## src/design/ppb_pkg.sv

```systemverilog
package ppb_pkg;

  localparam int CAP_W  = 7;
  localparam int DATA_W = 32;
  localparam int PRIO_W = 32;
  localparam int CNT_W  = 32;

  localparam logic REG_CAPACITY = 1'b0;

  localparam logic [1:0] CNT_PRI_HIT  = 2'd0;
  localparam logic [1:0] CNT_PRI_MISS = 2'd1;
  localparam logic [1:0] CNT_SEC_HIT  = 2'd2;
  localparam logic [1:0] CNT_SEC_MISS = 2'd3;

  typedef enum logic [2:0] {
    ST_IDLE  = 3'b001,
    ST_SCAN  = 3'b010,
    ST_WRITE = 3'b100
  } state_e;

endpackage

```

## src/design/ppb_cfg.sv

```systemverilog
module ppb_cfg #(
  parameter int CAPACITY = 64
) (
  input  logic                          clk_i,
  input  logic                          rst_ni,
  input  logic                          psel,
  input  logic                          penable,
  input  logic                          pwrite,
  input  logic [2:0]                    paddr,
  input  logic [ppb_pkg::DATA_W-1:0]    pwdata,
  output logic [ppb_pkg::DATA_W-1:0]    prdata,
  output logic                          pready,
  output logic [ppb_pkg::CAP_W-1:0]     capacity_o
);

  localparam int CntW   = $clog2(CAPACITY + 1);
  localparam int CmpW   = (CntW > ppb_pkg::CAP_W) ? CntW : ppb_pkg::CAP_W;
  localparam int CapRst = (CAPACITY < 64) ? CAPACITY : 64;

  logic [ppb_pkg::CAP_W-1:0] cap_q, cap_d;
  logic [ppb_pkg::CAP_W-1:0] wval;
  logic                      wr_en;

  assign pready = 1'b1;
  assign wr_en  = psel && penable && pwrite && (paddr[2] == ppb_pkg::REG_CAPACITY);
  assign wval   = pwdata[ppb_pkg::CAP_W-1:0];

  always_comb begin
    cap_d = cap_q;
    if (wr_en) begin
      if (wval == '0) begin
        cap_d = ppb_pkg::CAP_W'(1);
      end else if (CmpW'(wval) > CmpW'(CAPACITY)) begin
        cap_d = ppb_pkg::CAP_W'(CAPACITY);
      end else begin
        cap_d = wval;
      end
    end
  end

  always_ff @(posedge clk_i or negedge rst_ni) begin
    if (!rst_ni) begin
      cap_q <= ppb_pkg::CAP_W'(CapRst);
    end else begin
      cap_q <= cap_d;
    end
  end

  always_comb begin
    prdata = '0;
    if (paddr[2] == ppb_pkg::REG_CAPACITY) begin
      prdata = ppb_pkg::DATA_W'(cap_q);
    end
  end

  assign capacity_o = cap_q;

endmodule

```

## config.mk

```make
export PLATFORM = sky130hd
export DESIGN_NAME = ppb_cfg
export DESIGN_NICKNAME = d
export VERILOG_FILES = /design/src/design/ppb_pkg.sv /design/src/design/ppb_cfg.sv
export SDC_FILE = /design/constraint.sdc
export NUM_CORES = 1
export LEC_CHECK = 0
export ABC_AREA = 1
export BUFFER_PORTS_ARGS = -buffer_cell sky130_fd_sc_hd__clkbuf_2
export CAP_MARGIN = 20
export CELL_PAD_IN_SITES_DETAIL_PLACEMENT = 1
export CELL_PAD_IN_SITES_GLOBAL_PLACEMENT = 1
export CORE_MARGIN = 2
export CORE_UTILIZATION = 18
export DETAILED_ROUTE_END_ITERATION = 10
export PLACE_DENSITY_LB_ADDON = 0.15
export SYNTH_ARGS = -nofsm -noshare
export SYNTH_HDL_FRONTEND = slang
export SYNTH_SLANG_ARGS = --single-unit
```

## constraint.sdc

```tcl
create_clock -name clk_i -period 1 [get_ports clk_i]
set_input_delay 0.05 -clock clk_i [delete_from_list [all_inputs] [get_ports clk_i]]
set_output_delay 0.05 -clock clk_i [all_outputs]
set_load 0.005 [all_outputs]
```

Word-level counts from Yosys, hierarchy flattened
Index checks and enable logic that the tools add are counted.
{"block": "classes", "add_sub_neg": 0, "n_mul": 0, "div": 0, "n_lt_le_gt_ge": 1, "n_eq_ne": 0, "n_shift": 0, "n_mux": 3, "bitwise_logic": 1, "n_reduce_logical": 4}
{"cell": "two-way mux 7 bit", "count": 3}
{"cell": "greater-than comparator 7 bit, second input constant", "count": 1}
{"cell": "logical NOT 7 bit", "count": 1}
{"cell": "logical AND 1 bit", "count": 3}
{"cell": "inverter 1 bit", "count": 1}
{"block": "totals", "ff_bits": 7, "latchBits": 0, "mem_bits_rw": 0, "mem_bits_ro": 0, "inputBits": 40, "output_inout_bits": 40, "wordCells": 10, "memories": 0}

Depth between registers and ports, before layout
{"block": "logic_depth", "ltp_word": 3, "depth_mapped": 6, "mapped_depth_nobuf": 6}

Worst setup path after synthesis
Ideal clock, no wire load.
{"block": "synth_timing", "path_kind": "register to register", "start": "reg, netlist name capacity_o[6]", "end": "reg cap_q, in the netlist capacity_o[6]", "setup_time_ps": 73, "t_arrival_ps": 661, "required_time_ps": 927, "slack_ps": 266, "stages_incl_launch_ff": 3, "n_path_buf": 0, "synth_period_minus_slack_ps": 734, "cell_sequence": "dfstp_2 inv_1 a21oi_1"}
{"element": "to (signal assigned)", "line": "ppb_cfg.sv:43", "source": "cap_q <= ppb_pkg::CAP_W'(CapRst);"}
{"element": "to (signal assigned)", "line": "ppb_cfg.sv:45", "source": "cap_q <= cap_d;"}
{"element": "to (decl)", "line": "ppb_cfg.sv:20", "source": "logic [ppb_pkg::CAP_W-1:0] cap_q, cap_d;"}

Worst setup path after layout
{"block": "layout_timing", "start": "reg cap_q, in the netlist capacity_o[6]", "end": "out prdata[6] (netlist name)"}
{"block": "layout_between", "elab_chain_cells": 1}
{"element": "two-way mux 7 bit", "line": "ppb_cfg.sv:51", "source": "if (paddr[2] == ppb_pkg::REG_CAPACITY) begin"}
{"element": "to (decl)", "line": "ppb_cfg.sv:11", "source": "output logic [ppb_pkg::DATA_W-1:0] prdata,"}
No other way between the ends.

==> Flow_metrics.wiki <==
{| class="wikitable"
! Metric !! Value
|-
| Number of buffers added for setup after CTS || 0
|-
| Half-perimeter wire length after placement || around 1100 um
|-
| Area Overhead vs Synth || 20.2%
|-
| CTS Buf Count || 3
|-
| CP Cell Sequence || inv_2, nor2_1, buf_2
|-
| Initial cell density of the core || 19.2%
|-
| Worst Path Buf+Inv || 2
|-
| Clk_lat worst skew || 0.25 ns
|-
| FF+latch count, synth || 7
|-
| Most numerous cell in the Yosys netlist || buf_4
|-
| Count of flip-flops with a built-in enable after synthesis || 0
|-
| Routed vias || 489
|-
| Top post-synthesis cells by count || buf_4 (26), nor2_1 (10), inv_1 (9), nand2_1 (8)
|-
| Status || finished with violations
|-
| Master of the slowest instance on the critical path || dfstp_2
|-
| Iter 0 DRT Violations || 14
|-
| Number of cells produced by synthesis || between 70 and 80
|-
| Final setup fails || 1
|-
| Via/cell ratio || about 3.2
|-
| Worst setup path category || flop to primary output
|-
| Drt wl/cell || between 8 and 9 um
|-
| Warnings from Yosys || 0
|-
| Clock slew seen by the registers of the worst setup and hold paths || around 0.05 ns
|-
| Finished Layout Cells || 152
|-
| Highest clock rate || roughly 0.96 GHz
|-
| Number of antenna cells inserted || 0
|-
| Primary flip-flop cell chosen by synthesis mapping || dfrtp_1
|-
| Global-route congestion overflow total || 0
|-
| Utilization of the core after routing || approximately 23%
|-
| Num rows || 20
|-
| Violations in the final reports || setup timing
|-
| Number of nets at the end of the flow || ~150
|-
| Startpoint of the tightest hold check path || pwdata[5]
|-
| Share of post-route cells with drive strength above 1 || between 30% and 40%
|-
| Unrepaired setup endpoints after global routing || yes
|-
| Top cell type's share of synthesized area || about a third
|-
| Wire length of the first global-routing pass || roughly 1800 um
|-
| CTS tree || yes
|-
| Register area share after synthesis || approximately 30%
|-
| Final Max Tran Viols || 0
|-
| Cell total after placement || around 150
|-
| Die boundary width || between 60 and 70 um
|-
| Post-route minimum period || between 1 and 1.5 ns
|-
| Floorplan die area || around 3800 um^2
|-
| Die boundary height || slightly above 60 um
|-
| Worst Setup Slack, final || -0.0427 ns
|-
| Post-detailed-route count of antenna-violating nets || 0
|-
| Vias in the first global route || between 400 and 500
|-
| Arrival @ worst endpoint || 0.99 ns
|-
| Leakage power || ~0.42 nW
|-
| Crit path capture type || primary output
|-
| Number of I/O port buffers || 26
|-
| Number of top-level pins || 80
|-
| Final critical-path share of the clock period || 104%
|-
| Synthesized cell area || roughly 590 um^2
|-
| Overall Global Routing Usage || approximately 6.8%
|-
| Delay of the slowest cell on the worst path || about 0.53 ns
|-
| Sinks on Clock Net || 7
|-
| H-tree level count || 1
|-
| Cell variety after synth || 15
|-
| Post-place setup slack || roughly 0.14 ns
|-
| Clock skew after layout || 0 ns
|-
| Remaining DRCs || 0
|-
| Maximum number of pins on one net before global-route repair || 8
|-
| Main area contributors after synthesis || buf_4 (33%), dfrtp_1 (25%), nor2_1 (6.3%)
|-
| Final hold violations || 0
|-
| Detailed-route wire length || between 1000 and 1500 um
|-
| Floorplan Core Area || about 3100 um^2
|-
| Total iterations of the first detailed-routing run || 4
|-
| Maximum capacitance violations || 0
|-
| Power Density || roughly 1200 nW/um^2
|-
| R2R Path Start || capacity_o[6]
|-
| Initial antenna violation count || 0
|-
| PnR Total Power || 0.888 mW
|-
| Largest vdd supply drop || just over 200 uV
|-
| Clk Tree Root Cell || clkbuf_4
|-
| First element of the critical path || capacity_o[6]
|-
| Average footprint of a synthesized cell || about 7.6 um^2
|-
| Largest register FFs || 7
|-
| Buffers from clock root to sink, at most || 2
|-
| Worst Hold Class || primary input to flop
|-
| Placer Congestion || between 0.6 and 0.7
|-
| Async set or reset register ratio after synthesis || 100%
|-
| CP max FO || 2
|-
| Library cell with the largest summed area after synthesis || buf_4
|-
| Critical Path Source Type || flop
|-
| Delay-heaviest family, CP || flip-flops
|-
| Endpoint required time on the critical path || around 0.95 ns
|}
## where the power goes
group	internal, mW	leakage, nW	total (mW)	switching (mW)
Combinational	0.115	0.316	0.266	0.151
Clock	0.152	0.0150	0.253	0.101
Sequential	0.341	0.0873	0.369	0.0273
## worst paths after layout
path,endpoint,slack [ns],depth (start not counted)
min in group asynchronous,capacity_o[1],0.17,2
hold reg to reg,capacity_o[6],0.48,2
setup reg to reg,capacity_o[6],0.24,2
hold / removal,capacity_o[5],0.04,3
setup / recovery,prdata[6],-0.04,3
max in group asynchronous,capacity_o[6],0.59,2
## per-stage QoR
stage	setup TNS (ns)	area [um^2]	hold slack [ns]
after floorplan	0	684	-0.246
after global placement	0	678	-0.102
after CTS	-0.0695	714	0.0367
after global routing	-0.0705	714	0.0523
final	-0.0427	714	0.0400
after detailed placement	0	678	-0.104
## kinds of logic after synthesis
logic type	after synthesis	share of synthesized area [%]
buf+inv	37	41.5
compound gates	7	5.89
other cells	2	1.26
flops	7	29.7
simple gates	25	21.7
## what timing repair did
item	CTS	global route
gates resized for setup	1	1
hold endpoints to repair	7	0
cloned	0	0
hold buffers	1	0
setup endpoints to repair	1	1
## layout make-up
| cell class | count | area, um^2 |
|---|---|---|
| inverter | 10 | 40.0 |
| tap | 44 | 55.1 |
| fill | 429 | 2390 |
| clock buffer | 4 | 26.3 |
| sequential | 7 | 176 |
| multi-input combinational | 58 | 262 |
| timing repair buffer | 29 | 155 |
## cells in the final DEF (no fill, tap or decap), drive strengths merged
cell,instances
dfrtp,6
o21ai,6
clkbuf,29
nor2,12
dlygate4sd3,1
a21oi,1
inv,10
nand2,8
buf,3
dfstp,1
conb,26
nand3,5
## per-layer routing
metal | routed length, um | GRT usage, % | vias up
met3 | 143 | 1.26 | 2
li1 | - | - | 243
met4 | 15 | 5.47 | 0
met2 | 602 | 11.4 | 32
met1 | 489 | 7.58 | 212
met5 | 0 | 0 | -
## worst register-to-register path, stage by stage, from the launching register on
cell and delay (ns):
dfstp_2 0.53, inv_2 0.04, a21oi_1 0.12
Power figures use the tool's default switching activity.
